<file path="src/rtl/core/timq_pkg.sv">
// Shared types and constants of the delta-list timer queue.
package timq_pkg;

	localparam int ID_W    = 8;
	localparam int DUR_W   = 16;
	localparam int COUNT_W = 5;

	localparam logic REQ_TICK = 1'b0;
	localparam logic REQ_SET  = 1'b1;

	typedef struct packed {
		logic [ID_W-1:0]  id;
		logic [DUR_W-1:0] delta;
	} entry_t;

endpackage

</file>
<file path="src/rtl/core/timq_ram.sv">
// Generic single-write, single-read RAM with registered read data.
module timq_ram #(
	parameter int WIDTH = 24,
	parameter int DEPTH = 16,
	localparam int AW = (DEPTH > 1) ? $clog2(DEPTH) : 1
) (
	input  logic                           clk,
	input  logic                           wr_en,
	input  logic [AW-1:0]                  wr_addr,
	input  logic [WIDTH-1:0]               wr_data,
	input  logic [AW-1:0]                  rd_addr,
	output logic [WIDTH-1:0]               rd_data
);

	logic [WIDTH-1:0] mem [DEPTH];
	logic [WIDTH-1:0] rd_data_q;

	always_ff @(posedge clk) begin
		if (wr_en) begin
			mem[wr_addr] <= wr_data;
		end
		rd_data_q <= mem[rd_addr];
	end

	assign rd_data = rd_data_q;

endmodule

</file>
<file path="src/rtl/core/delta_list_timer_queue.sv">
// Delta-list timer queue: ordered pending timers kept in one RAM, walked by a small sequencer.
//
// An item is taken when start is high and busy is low; its single result is shown
// for one cycle with done high and cannot be held off by the receiver. Busy rises
// the cycle after an item is taken and falls in the cycle done pulses. A set walks
// the pending list one RAM entry per cycle and shifts the later entries up by one on
// the same pass, then writes the last entry in S_TAIL before it answers; a tick that
// only decrements the head answers from S_HEAD, and one that expires the head shifts
// the rest down at one entry per cycle in S_DROP before it answers. A set to a full
// list or a tick on an empty list answers through S_RESP. The single RAM write
// port and its registered read port set this pace; the one subtractor does every
// delta update.
module delta_list_timer_queue #(
	parameter int MAX_TIMERS = 16
) (
	input  logic                          clk,
	input  logic                          arst_n,
	input  logic                          start,
	output logic                          busy,
	input  logic                          req_type,
	input  logic [timq_pkg::ID_W-1:0]     timer_id,
	input  logic [timq_pkg::DUR_W-1:0]    duration,
	output logic                          done,
	output logic                          expired_valid,
	output logic [timq_pkg::ID_W-1:0]     expired_id,
	output logic                          set_rejected,
	output logic [timq_pkg::COUNT_W-1:0]  pending_count
);

	import timq_pkg::*;

	localparam int CW = $clog2(MAX_TIMERS + 1);
	localparam int AW = (MAX_TIMERS > 1) ? $clog2(MAX_TIMERS) : 1;

	typedef enum logic [2:0] {
		S_IDLE,
		S_WALK,
		S_TAIL,
		S_HEAD,
		S_DROP,
		S_RESP
	} state_t;

	state_t           state_q;
	logic [CW-1:0]    count_q;
	logic [CW-1:0]    proc_q;
	logic [DUR_W-1:0] rem_q;
	logic [ID_W-1:0]  id_q;
	entry_t           carry_q;
	logic             ins_q;
	logic             fix_q;
	logic             done_q;
	logic             expired_valid_q;
	logic [ID_W-1:0]  expired_id_q;
	logic             set_rejected_q;

	entry_t           rd_data;
	logic             wr_en;
	logic [AW-1:0]    wr_addr;
	entry_t           wr_data;
	logic [AW-1:0]    rd_addr;

	logic [DUR_W-1:0] alu_a;
	logic [DUR_W-1:0] alu_b;
	logic [DUR_W:0]   alu_diff;
	entry_t           carry_out;
	logic             walk_last;
	logic             drop_last;

	timq_ram #(
		.WIDTH ($bits(entry_t)),
		.DEPTH (MAX_TIMERS)
	) u_ram (
		.clk     (clk),
		.wr_en   (wr_en),
		.wr_addr (wr_addr),
		.wr_data (wr_data),
		.rd_addr (rd_addr),
		.rd_data (rd_data)
	);

	// Shared subtractor: borrow in the top bit
	always_comb begin
		alu_a = '0;
		alu_b = '0;
		unique case (state_q)
			S_WALK: begin
				if (ins_q) begin
					alu_a = carry_q.delta;
					alu_b = rem_q;
				end else begin
					alu_a = rem_q;
					alu_b = rd_data.delta;
				end
			end
			S_TAIL: begin
				alu_a = carry_q.delta;
				alu_b = rem_q;
			end
			S_HEAD: begin
				alu_a = rd_data.delta;
				alu_b = DUR_W'(1);
			end
			default: begin
				alu_a = '0;
				alu_b = '0;
			end
		endcase
	end

	assign alu_diff = {1'b0, alu_a} - {1'b0, alu_b};

	// Displaced entry; the one right after the new timer gives up the new timer's delta
	always_comb begin
		carry_out.id    = carry_q.id;
		carry_out.delta = fix_q ? alu_diff[DUR_W-1:0] : carry_q.delta;
	end

	assign walk_last = (proc_q == count_q - CW'(1));
	assign drop_last = (proc_q == count_q - CW'(2));

	// RAM port control
	always_comb begin
		wr_en   = 1'b0;
		wr_addr = AW'(proc_q);
		wr_data = rd_data;
		rd_addr = '0;
		unique case (state_q)
			S_WALK: begin
				rd_addr = AW'(proc_q + CW'(1));
				if (ins_q) begin
					wr_en   = 1'b1;
					wr_data = carry_out;
				end else if (alu_diff[DUR_W]) begin
					wr_en         = 1'b1;
					wr_data.id    = id_q;
					wr_data.delta = rem_q;
				end
			end
			S_TAIL: begin
				wr_en   = 1'b1;
				wr_addr = AW'(count_q);
				if (ins_q) begin
					wr_data = carry_out;
				end else begin
					wr_data.id    = id_q;
					wr_data.delta = rem_q;
				end
			end
			S_HEAD: begin
				rd_addr = AW'(1);
				if (rd_data.delta != '0) begin
					wr_en         = 1'b1;
					wr_addr       = '0;
					wr_data.id    = rd_data.id;
					wr_data.delta = alu_diff[DUR_W-1:0];
				end
			end
			S_DROP: begin
				rd_addr = AW'(proc_q + CW'(2));
				wr_en   = 1'b1;
				wr_data = rd_data;
			end
			default: begin
				rd_addr = '0;
			end
		endcase
	end

	always_ff @(posedge clk or negedge arst_n) begin
		if (!arst_n) begin
			state_q         <= S_IDLE;
			count_q         <= '0;
			proc_q          <= '0;
			rem_q           <= '0;
			id_q            <= '0;
			carry_q         <= '0;
			done_q          <= 1'b0;
			ins_q           <= 1'b0;
			fix_q           <= 1'b0;
			expired_valid_q <= 1'b0;
			expired_id_q    <= '0;
			set_rejected_q  <= 1'b0;
		end else begin
			done_q <= 1'b0;
			unique case (state_q)
				S_IDLE: begin
					if (start) begin
						expired_valid_q <= 1'b0;
						expired_id_q    <= '0;
						set_rejected_q  <= 1'b0;
						rem_q           <= duration;
						id_q            <= timer_id;
						proc_q          <= '0;
						ins_q           <= 1'b0;
						fix_q           <= 1'b0;
						if (req_type == REQ_SET) begin
							if (count_q == CW'(MAX_TIMERS)) begin
								set_rejected_q <= 1'b1;
								state_q        <= S_RESP;
							end else if (count_q == '0) begin
								state_q <= S_TAIL;
							end else begin
								state_q <= S_WALK;
							end
						end else begin
							state_q <= (count_q == '0) ? S_RESP : S_HEAD;
						end
					end
				end
				S_WALK: begin
					if (ins_q) begin
						carry_q <= rd_data;
						fix_q   <= 1'b0;
					end else if (alu_diff[DUR_W]) begin
						// new timer lands here; hold the old entry to push it up
						carry_q <= rd_data;
						fix_q   <= 1'b1;
						ins_q   <= 1'b1;
					end else begin
						rem_q <= alu_diff[DUR_W-1:0];
					end
					proc_q <= proc_q + CW'(1);
					if (walk_last) begin
						state_q <= S_TAIL;
					end
				end
				S_TAIL: begin
					count_q <= count_q + CW'(1);
					done_q  <= 1'b1;
					state_q <= S_IDLE;
				end
				S_HEAD: begin
					if (rd_data.delta != '0) begin
						done_q  <= 1'b1;
						state_q <= S_IDLE;
					end else begin
						expired_valid_q <= 1'b1;
						expired_id_q    <= rd_data.id;
						if (count_q == CW'(1)) begin
							count_q <= '0;
							done_q  <= 1'b1;
							state_q <= S_IDLE;
						end else begin
							state_q <= S_DROP;
						end
					end
				end
				S_DROP: begin
					proc_q <= proc_q + CW'(1);
					if (drop_last) begin
						count_q <= count_q - CW'(1);
						done_q  <= 1'b1;
						state_q <= S_IDLE;
					end
				end
				S_RESP: begin
					done_q  <= 1'b1;
					state_q <= S_IDLE;
				end
				default: begin
					state_q <= S_IDLE;
				end
			endcase
		end
	end

	assign busy          = (state_q != S_IDLE);
	assign done          = done_q;
	assign expired_valid = expired_valid_q;
	assign expired_id    = expired_id_q;
	assign set_rejected  = set_rejected_q;
	assign pending_count = COUNT_W'(count_q);

endmodule

</file>
<file path="config.mk">
export PLATFORM = sky130hd
export DESIGN_NAME = delta_list_timer_queue
export DESIGN_NICKNAME = d
export VERILOG_FILES = /design/src/rtl/core/timq_pkg.sv /design/src/rtl/core/timq_ram.sv /design/src/rtl/core/delta_list_timer_queue.sv
export SDC_FILE = /design/constraint.sdc
export NUM_CORES = 1
export LEC_CHECK = 0
export BUFFER_PORTS_ARGS = -buffer_cell sky130_fd_sc_hd__buf_2
export CELL_PAD_IN_SITES_DETAIL_PLACEMENT = 0
export CELL_PAD_IN_SITES_GLOBAL_PLACEMENT = 2
export CORE_ASPECT_RATIO = 0.6
export CORE_MARGIN = 5
export CORE_UTILIZATION = 29
export DETAILED_ROUTE_END_ITERATION = 12
export GPL_ROUTABILITY_DRIVEN = 0
export PLACE_DENSITY_LB_ADDON = 0.12
export SLEW_MARGIN = 25
export SYNTH_ARGS = -nofsm -noshare
export SYNTH_HDL_FRONTEND = slang
export SYNTH_SLANG_ARGS = --single-unit
</file>
<file path="constraint.sdc">
create_clock -name clk -period 8.45 [get_ports clk]
set_clock_uncertainty 0.1 [all_clocks]
set_input_delay 0.845 -clock clk [delete_from_list [all_inputs] [get_ports clk]]
set_output_delay 0.845 -clock clk [all_outputs]
set_load 0.02 [all_outputs]
</file>
; ---- After elaboration in Yosys (flattened, before gate mapping)
; Memories as Yosys holds them, arrays and structs flattened. A register that Yosys moved wholly into a read port is not among the register bits.
; Index checks and enable logic that the tools add are counted.
[totals]
register_bits = 74
ramBits = 384
inputBits = 28
output_inout_bits = 17
word_cells = 115
mem_count = 1
[memory_table]
columns = name, depth, width, rd, rd_ports_with_merged_regs, wr, line_no
row1 = u_ram.mem, 16, 24, 1, 1, 1, timq_ram.sv:15  ; logic [WIDTH-1:0] mem [DEPTH];
[classes]
n_addsub = 6
n_eq_ne = 17
mux = 57
reduce_logical = 21
[ops]
columns = operator, count
row1 = two-way mux 24 bit, 5
row2 = two-way mux 16 bit, 7
row3 = one-hot mux 16 bit (3 select lines), 2
row4 = one-hot mux 24 bit (3 select lines), 1
row5 = one-hot mux 16 bit (2 select lines), 1
row6 = two-way mux 3 bit, 8
row7 = two-way mux 5 bit, 4
row8 = subtractor 16 x 16 -> 17 bit, 1
row9 = two-way mux 8 bit, 2
row10 = one-hot mux 8 bit (2 select lines), 1
row11 = nonzero test 16 bit, 1
row12 = one-hot mux 5 bit (3 select lines), 1
row13 = two-way mux 1 bit, 14
row14 = != test 2 bit (second input constant), 7
row15 = one-hot mux 3 bit (4 select lines), 1
row16 = one-hot mux 4 bit (3 select lines), 1
row17 = adder 5 x 1 -> 5 bit (second input constant), 2
row18 = == test 5 bit, 2
row19 = one-hot mux 5 bit (2 select lines), 1
row20 = AND reduction 3 bit, 3
row21 = one-hot mux 4 bit (2 select lines), 1
row22 = AND reduction 2 bit, 4
row23 = AND reduction 4 bit, 2
row24 = nonzero test 2 bit, 4
row25 = other kinds (17), 25

; ---- Depth between registers and ports, before layout
; Gate-level depths: netlist (run 1).
[depth]
ltp_word = 8
mapped_depth = 22
ltp_nobuf = 17

; ---- Modules after synthesis
; Synthesis (run 1) repeated with hierarchy kept, for this count alone.
[hier_totals]
cells_unflattened = 1452
hier_area_um2 = 21634.5
[modules_own_cells]
columns = mod, n_inst, cells_each, area_per_inst_um2, seq_area_each_um2
row1 = timq_ram, 1, 636, 14930.6, 12011.5
row2 = delta_list_timer_queue, 1, 816, 6703.9, 1851.8

; ---- Worst setup path after synthesis (run 1)
; Ideal clock, no wire load.
[synth_path]
kind = register -> register
from = register state_q[2]
to = memory u_ram.mem[4][0] (enable)
t_arrival_ps = 5423
required_time_ps = 7915
path_slack_ps = 2492
stages_incl_launch_ff = 22
n_path_buf = 5
period_less_slack_ps = 5958
cell_sequence = dfrtp_1 -> buf_4 -> nor2_1 -> and2_1 -> buf_2 -> nand2_1 -> nand2_1 -> clkbuf_1 -> a221oi_1 -> nor2_1 -> ha_1 -> fa_1 -> nor2b_1 -> o2111a_1 -> o31a_1 -> a21o_1 -> inv_2 -> o21ai_2 -> and4_4 -> buf_6 -> buf_6 -> nor3_1
[synth_via]
elab_chain_len = 8
[synth_rtl]
columns = element, line_no
row1 = start: declaration, delta_list_timer_queue.sv:44  ; state_t state_q;
row2 = start signal: assignment, delta_list_timer_queue.sv:207  ; state_q <= (count_q == '0) ? S_RESP : S_HEAD;
row3 = == test 3 x 2 -> 1 bit or == test 3 x 1 -> 1 bit (tied branches), "delta_list_timer_queue.sv:86, delta_list_timer_queue.sv:128"
row4 = one-hot mux 16 bit (3 select lines), delta_list_timer_queue.sv:86  ; unique case (state_q)
row5 = subtractor 16 x 16 -> 17 bit, delta_list_timer_queue.sv:111  ; assign alu_diff = {1'b0, alu_a} - {1'b0, alu_b};
row6 = two-way mux 1 bit, delta_list_timer_queue.sv:134  ; end else if (alu_diff[DUR_W]) begin
row7 = two-way mux 1 bit, delta_list_timer_queue.sv:131  ; if (ins_q) begin
row8 = one-hot mux 1 bit (3 select lines), delta_list_timer_queue.sv:128  ; unique case (state_q)
row9 = two-way mux 1 bit, timq_ram.sv:19  ; if (wr_en) begin
row10 = two-way mux 1 bit (implied by the code), timq_ram.sv:20  ; mem[wr_addr] <= wr_data;
row11 = end: declaration, timq_ram.sv:15
; Several ways; a longest one is shown, not always the timed one.

; ---- Worst setup path in the final report (run 1)
[layout_path]
from = register state_q[0]
to = memory u_ram.mem[10][8] (enable)
; Same word-level chain as after synthesis.

==> out/qor.csv, run 1 <==
metric;value;unit
outcome;finished, final reports clean;
path_class;flop to flop;
rsz0062_at_grt;false;
yosysSeqAreaShare;62.9;%
worst_path_max_delay_cell;sky130_fd_sc_hd__nor3_2;
place_worst_setup_slack;2.16;ns
nFillCells;7467;
yosys_warnings;0;
tritoncts;built;
clk_path_buf_depth;3;
worstSkewPairLatency;0.60;ns
synthesis.nets;1892;
yosys-top-cells-count;sky130_fd_sc_hd__edfxtp_1 (384), sky130_fd_sc_hd__nand2_1 (303), sky130_fd_sc_hd__a211oi_1 (122), sky130_fd_sc_hd__and2_1 (102), sky130_fd_sc_hd__a21oi_1 (99);
synth_async_sr_flop_share;15.4;%
synth_area_per_cell;12.0;µm²
max_slew_margin;32.1;%
worstMarginPinSlew;1.02;ns
cp_cell_sequence;and2_2, nand2_1, nand2_1, a221oi_1, nor2_1, ha_1, fa_1, nor2b_1, o2111a_1, o31a_1, a21o_1, buf_4, inv_2, o21ai_2, and4_4, nor3_2, buf_4;
final_max_slew_viol_count;0;
io_pins;45;
timing_hold_violations_final;0;
global_route.usage.total;16.3;%
first_pass_grt_wire_length;101;mm
largest_net_degree_at_the_start_of_global_routing;113;
grt_remaining_overflow;0;
setup-tns-final;0;ns
cp.arrival;6.22;ns
grt_pass1_vias;14763;
initial_core_util;29.2;%
finalCriticalPeriod;6.07;ns
timing.critical_path.required;8.60;ns
num-nets-final;1907;
synthCells;1837;
count_of_flip_flops_with_a_built_in_enable_after_synthesis;384;
cts.repair_timing.setup_buffer_count;0;
detail_route.iter0.violations;1034;
routed_wirelength;67.8;mm
critical_path.max_stage_delay;0.77;ns
synth.largest_area_cell;sky130_fd_sc_hd__edfxtp_1;
detailed_place_hpwl;40.2;mm
drt_pass1_iterations;5;
die_h;223;µm
ys_ff_latch;482;
postLayoutCellArea;25100;µm²
postPlaceCellArea;23500;µm²
cts_sinks;482;
setup_slack;2.38;ns
areaGrowthSynthToFinish;13.7;%
placed_cells_incl_taps;2801;
setup_viol_count_final;0;
antenna_viol_nets_final;0;
mappedNetlistArea;22000;µm²
crit_path_start_kind;flop;
route.vias.total;15000;
cts.clk_slew.worst_paths;0.07;ns
hold_class;input port to flop;
worstPathMaxFanout;17;
post_synth_main_area_contributors;sky130_fd_sc_hd__edfxtp_1 (52%), sky130_fd_sc_hd__dfrtp_1 (8.4%), sky130_fd_sc_hd__nand2_1 (5.2%);
post_drt_via_cell_ratio;5.19;
timing.fmax;165;MHz
endpoint_kind;flop;
antenna_found_initial;1;
finalCritPeriodShare;71.9;%
insertedDiodeCount;0;
cts-buffers-inserted;48;
cts_root_buffer;sky130_fd_sc_hd__clkbuf_16;
drt_drc_violations_left;0;
post_layout_nonfiller_instances;2888;
std_cell_rows;78;
layout-drive-gt1-share;13.3;%
fp.dieW;366;µm
post-synth-top-count-cell;sky130_fd_sc_hd__edfxtp_1;
cts-htree-levels;2;
floorplan.die_area;81800;µm²
drv.max_cap_violation_count;0;
synthDistinctLibCells;69;
core_area;75400;µm²
synth_ff_type;sky130_fd_sc_hd__edfxtp_1;
netlist.area_leader.share;52.3;%
routedWlPerCell;23.5;µm
numPortBuffers;44;
[registers in the layout (all words and copies together) (netlist names)]
signal         count
id_q               8
expired_id         8
u_ram.mem        384
state_q            3
carry_out          8
expired_valid      1
u_ram.rd_data     24
carry_q           16
set_rejected       1
done               1
fix_q              1
proc_q             5
ins_q              1
rem_q             16
pending_count      5
[area by class of cell]
class	instances	area, µm²	share of cell area [%]
Multi-Input combinational cell	1206	7750	30.9
Tap cell	1000	1250	4.99
Sequential cell	482	13900	55.3
Clock inverter	20	170	0.679
Clock buffer	66	1310	5.22
Inverter	15	56.3	0.225
Timing Repair Buffer	99	651	2.60
[final timing paths]
kind                                from                to  slack (ns)  depth (start not counted)
max                           state_q[0]  u_ram.mem[10][8]        2.38                         17
min                          timer_id[1]           id_q[1]        0.38                          2
max reg2reg                   state_q[0]  u_ram.mem[10][8]        2.38                         17
min reg2reg                expired_valid     expired_valid        0.39                          1
max in group asynchronous         arst_n       carry_q[12]        6.49                          3
min in group asynchronous         arst_n     carry_out[21]        0.57                          2
[cells in the final DEF, fill, tap and decap left out, types with 7 or more instances in the layout]
| cell type | netlist | layout |
|---|---|---|
| sky130_fd_sc_hd__nand2_1 | 303 | 302 |
| sky130_fd_sc_hd__nand2b_1 | 18 | 17 |
| sky130_fd_sc_hd__a211oi_1 | 122 | 122 |
| sky130_fd_sc_hd__clkbuf_16 | 0 | 48 |
| sky130_fd_sc_hd__ha_1 | 26 | 26 |
| sky130_fd_sc_hd__buf_4 | 6 | 54 |
| sky130_fd_sc_hd__a22oi_1 | 24 | 23 |
| sky130_fd_sc_hd__nand3_1 | 16 | 16 |
| sky130_fd_sc_hd__a31oi_1 | 52 | 52 |
| sky130_fd_sc_hd__dfrtp_1 | 74 | 73 |
| sky130_fd_sc_hd__xnor2_1 | 14 | 14 |
| sky130_fd_sc_hd__dfxtp_1 | 24 | 24 |
| sky130_fd_sc_hd__a311oi_1 | 48 | 48 |
| sky130_fd_sc_hd__buf_2 | 44 | 43 |
| sky130_fd_sc_hd__a22o_1 | 30 | 29 |
| sky130_fd_sc_hd__o21ai_0 | 69 | 69 |
| sky130_fd_sc_hd__nor2b_1 | 7 | 7 |
| sky130_fd_sc_hd__nor2_1 | 50 | 50 |
| sky130_fd_sc_hd__a221oi_1 | 17 | 17 |
| sky130_fd_sc_hd__edfxtp_1 | 384 | 384 |
| sky130_fd_sc_hd__inv_1 | 14 | 14 |
| sky130_fd_sc_hd__mux2_2 | 38 | 38 |
| sky130_fd_sc_hd__o22ai_1 | 26 | 26 |
| sky130_fd_sc_hd__nor3_2 | 2 | 15 |
| sky130_fd_sc_hd__xor2_1 | 11 | 11 |
| sky130_fd_sc_hd__a21oi_1 | 99 | 96 |
| sky130_fd_sc_hd__clkinv_2 | 0 | 8 |
| sky130_fd_sc_hd__clkbuf_1 | 74 | 14 |
| sky130_fd_sc_hd__and2_1 | 102 | 101 |
| sky130_fd_sc_hd__mux2i_1 | 32 | 32 |
[per-stage QoR]
stage | utilization [%] | hold slack (ns)
final | 33.2 | 0.384
after global routing | 33.2 | 0.359
after CTS | 33.1 | 0.333
after detailed placement | 31.1 | 0.373
after global placement | 31.1 | 0.365
after floorplan | - | 0.345
[per-layer routing]
layer	wire [µm]	vias to the layer above	track usage, %	share of wire [%]
met5	0	-	0	0
li1	-	7023	-	-
met3	3050	64	2.74	4.5
met2	29500	293	24.8	44
met1	34300	7620	24.6	51
met4	895	0	2.95	1.3
[cells by family after synthesis]
kind of cell | share of synthesized area [%]
DFF | 62.9
buffers and inverters | 2.96
AOI/OAI and AO/OA | 17.0
muxes | 3.40
xor gates and xnor gates | 0.994
and+or+nand+nor | 11.2
adders and majority gates | 1.57
[worst max-delay path, delay by kind of cell (launching register included)]
| family | cells | cell delay, ns |
|---|---|---|
| and+or+nand+nor | 7 | 2.58 |
| AOI/OAI and AO/OA | 5 | 1.08 |
| buffers and inverters | 3 | 0.78 |
| DFF | 1 | 0.73 |
| adders and majority gates | 2 | 0.42 |
[timing repair]
item                      CTS  global route
hold buffers                1             0
hold endpoints to repair   16             0
gates resized for setup     0             0
Power of run 1 is left out: the tool's default activity adds up to more than one toggle a clock period on the data nets, which glitch-free logic cannot reach.
==> run 2: changes to the inputs <==
==> constraint.sdc (replaced) <==
create_clock -name clk -period 5.4 [get_ports clk]
set_clock_uncertainty 0.1 [all_clocks]
set_input_delay 0.54 -clock clk [delete_from_list [all_inputs] [get_ports clk]]
set_output_delay 0.54 -clock clk [all_outputs]
set_load 0.02 [all_outputs]
==> out/qor.csv, run 2 (synthesis gave the netlist of run 1 again) <==
metric;value;unit;change
hold_class;input port to flop;;
routed_wirelength;65.7;mm;-3.1%
timing.fmax;202;MHz;+23%
grt_pass1_vias;14368;;-2.7%
worstSetupPathDepth;16;;-1
cts.clk_slew.worst_paths;0.06;ns;about the same
holdPathStages;2;;unchanged
met3RoutedLength;2.52;mm;-17%
endpoint_kind;flop;;
crit_path_start_kind;flop;;
final_common_cell;sky130_fd_sc_hd__edfxtp_1;;
timing.critical_path.required;5.59;ns;-3.01 ns
cts_root_buffer;sky130_fd_sc_hd__clkbuf_16;;
max_slew_margin;29.6;%;-2.4 points
detail_route.iter0.violations;1154;;+12%
cts_sinks;482;;unchanged
final_max_slew_viol_count;0;;unchanged
most_used_cells_in_the_layout_excluding_fill_and_tap_cells;sky130_fd_sc_hd__edfxtp_1 (384), sky130_fd_sc_hd__nand2_1 (302), sky130_fd_sc_hd__a211oi_1 (122);;
timing_hold_violations_final;0;;unchanged
critical_path.max_stage_delay;0.46;ns;-0.31 ns
final_core_utilization;33.6;%;+0.42 points
postPlaceCellArea;23800;µm²;+1.4%
drt_drc_violations_left;0;;unchanged
rsz0062_at_grt;false;;
post_drt_via_cell_ratio;5.17;;-0.43%
detailed_place_hpwl;40.9;mm;+1.8%
cp_num_buf_inv;3;;unchanged
fp.dieW;366;µm;unchanged
floorplan.die_area;81800;µm²;unchanged
worstMarginPinSlew;1.06;ns;+0.0376 ns
drt_pass1_iterations;5;;unchanged
core_area;75400;µm²;unchanged
nFillCells;7537;;+0.94%
insertedDiodeCount;0;;unchanged
cp_cell_sequence;nor2b_1, and2_1, a22oi_1, o22a_1, ha_1, fa_1, nor2b_1, o2111a_1, o31a_1, a21o_1, buf_4, inv_2, o21ai_2, and4_4, nor3_4, buf_4;;
global_route.usage.total;15.7;%;-0.61 points
cp.arrival;5.13;ns;-1.09 ns
detailroute.wirelength.met2;27.2;mm;-7.8%
cts-htree-levels;2;;unchanged
routedWlPerCell;22.5;µm;-4.2%
first_pass_grt_wire_length;97.5;mm;-3.6%
tritoncts;built;;
topRoutingLayerUsed;met4;;
registers.top_by_ff_count;u_ram.mem;;
rr_worst_depth;16;;-1
worst_path_max_delay_cell;sky130_fd_sc_hd__fa_1;;
numPortBuffers;44;;unchanged
antenna_found_initial;0;;-1
largest_reg_flops;384;;unchanged
layout-drive-gt1-share;14.4;%;+1.1 points
top_delay_family_on_crit_path;compound AO/OA/AOI/OAI gates;;
io_pins;45;;unchanged
largest_net_degree_at_the_start_of_global_routing;193;;+71%
cts-buffers-inserted;48;;unchanged
drv.max_cap_violation_count;0;;unchanged
initial_core_util;29.2;%;unchanged
outcome;finished, final reports clean;;
finalCriticalPeriod;4.95;ns;-1.12 ns
worst-r2r-setup-slack;0.45;ns;-1.93 ns
detail_route.wirelength.met1;34.7;mm;+1.1%
route.vias.total;15106;;+0.71%
finalCritPeriodShare;91.7;%;+20 points
worstPathMaxFanout;24;;+7
antenna_viol_nets_final;0;;unchanged
cts.repair_timing.setup_buffer_count;0;;unchanged
std_cell_rows;78;;unchanged
clk_path_buf_depth;3;;unchanged
grt_remaining_overflow;0;;unchanged
areaGrowthSynthToFinish;15.2;%;
path_class;flop to flop;;
setup_viol_count_final;0;;unchanged
die_h;223;µm;unchanged
num-nets-final;1936;;+1.5%
worstSkewPairLatency;0.60;ns;about the same
cts_resized;0;;unchanged
postLayoutCellArea;25400;µm²;+1.3%
==> run 2: cell type report <==
type | count | area (µm²) | share of cell area [%]
Sequential cell | 482 | 13900 | 54.7
Clock buffer | 64 | 1280 | 5.06
Multi-Input combinational cell | 1206 | 7730 | 30.5
Clock inverter | 26 | 188 | 0.740
Inverter | 15 | 56.3 | 0.222
Timing Repair Buffer | 128 | 993 | 3.92
Tap cell | 1000 | 1250 | 4.93
==> run 2: worst paths after layout <==
check / start / to
worst min register to register: expired_valid / expired_valid
min in group asynchronous: arst_n / expired_id[1]
worst max-delay path: state_q[1] / u_ram.mem[3][11]
max in group asynchronous: arst_n / ins_q
worst max register to register: state_q[1] / u_ram.mem[3][11]
worst min-delay path: timer_id[1] / id_q[1]
==> run 2: routing by layer <==
layer | GRT usage [%] | vias to the layer above
met5 | 0 | -
met2 | 22.4 | 338
met4 | 3.37 | 0
met3 | 2.21 | 81
li1 | - | 7075
met1 | 24.9 | 7612
==> run 2: metrics by stage <==
| stage | TNS [ns] | hold WS [ns] | setup WS (ns) | cells |
|---|---|---|---|---|
| finish | 0 | 0.0845 | 0.450 | 2921 |
| global route | 0 | 0.0504 | 0.203 | 2921 |
| CTS | 0 | 0.0360 | 0.269 | 2921 |
| detailed placement | 0 | 0.377 | 0.308 | 2830 |
| global placement | 0 | 0.361 | 0.374 | 2830 |
| floorplan | -181.57 | 0.144 | -0.558 | 1837 |
==> run 2: what timing repair did <==
item	4_1_cts	5_1_grt
setup endpoints to repair	0	0
hold buffers	1	0
hold endpoints to repair	26	0
Power of run 2 is left out for the same reason.
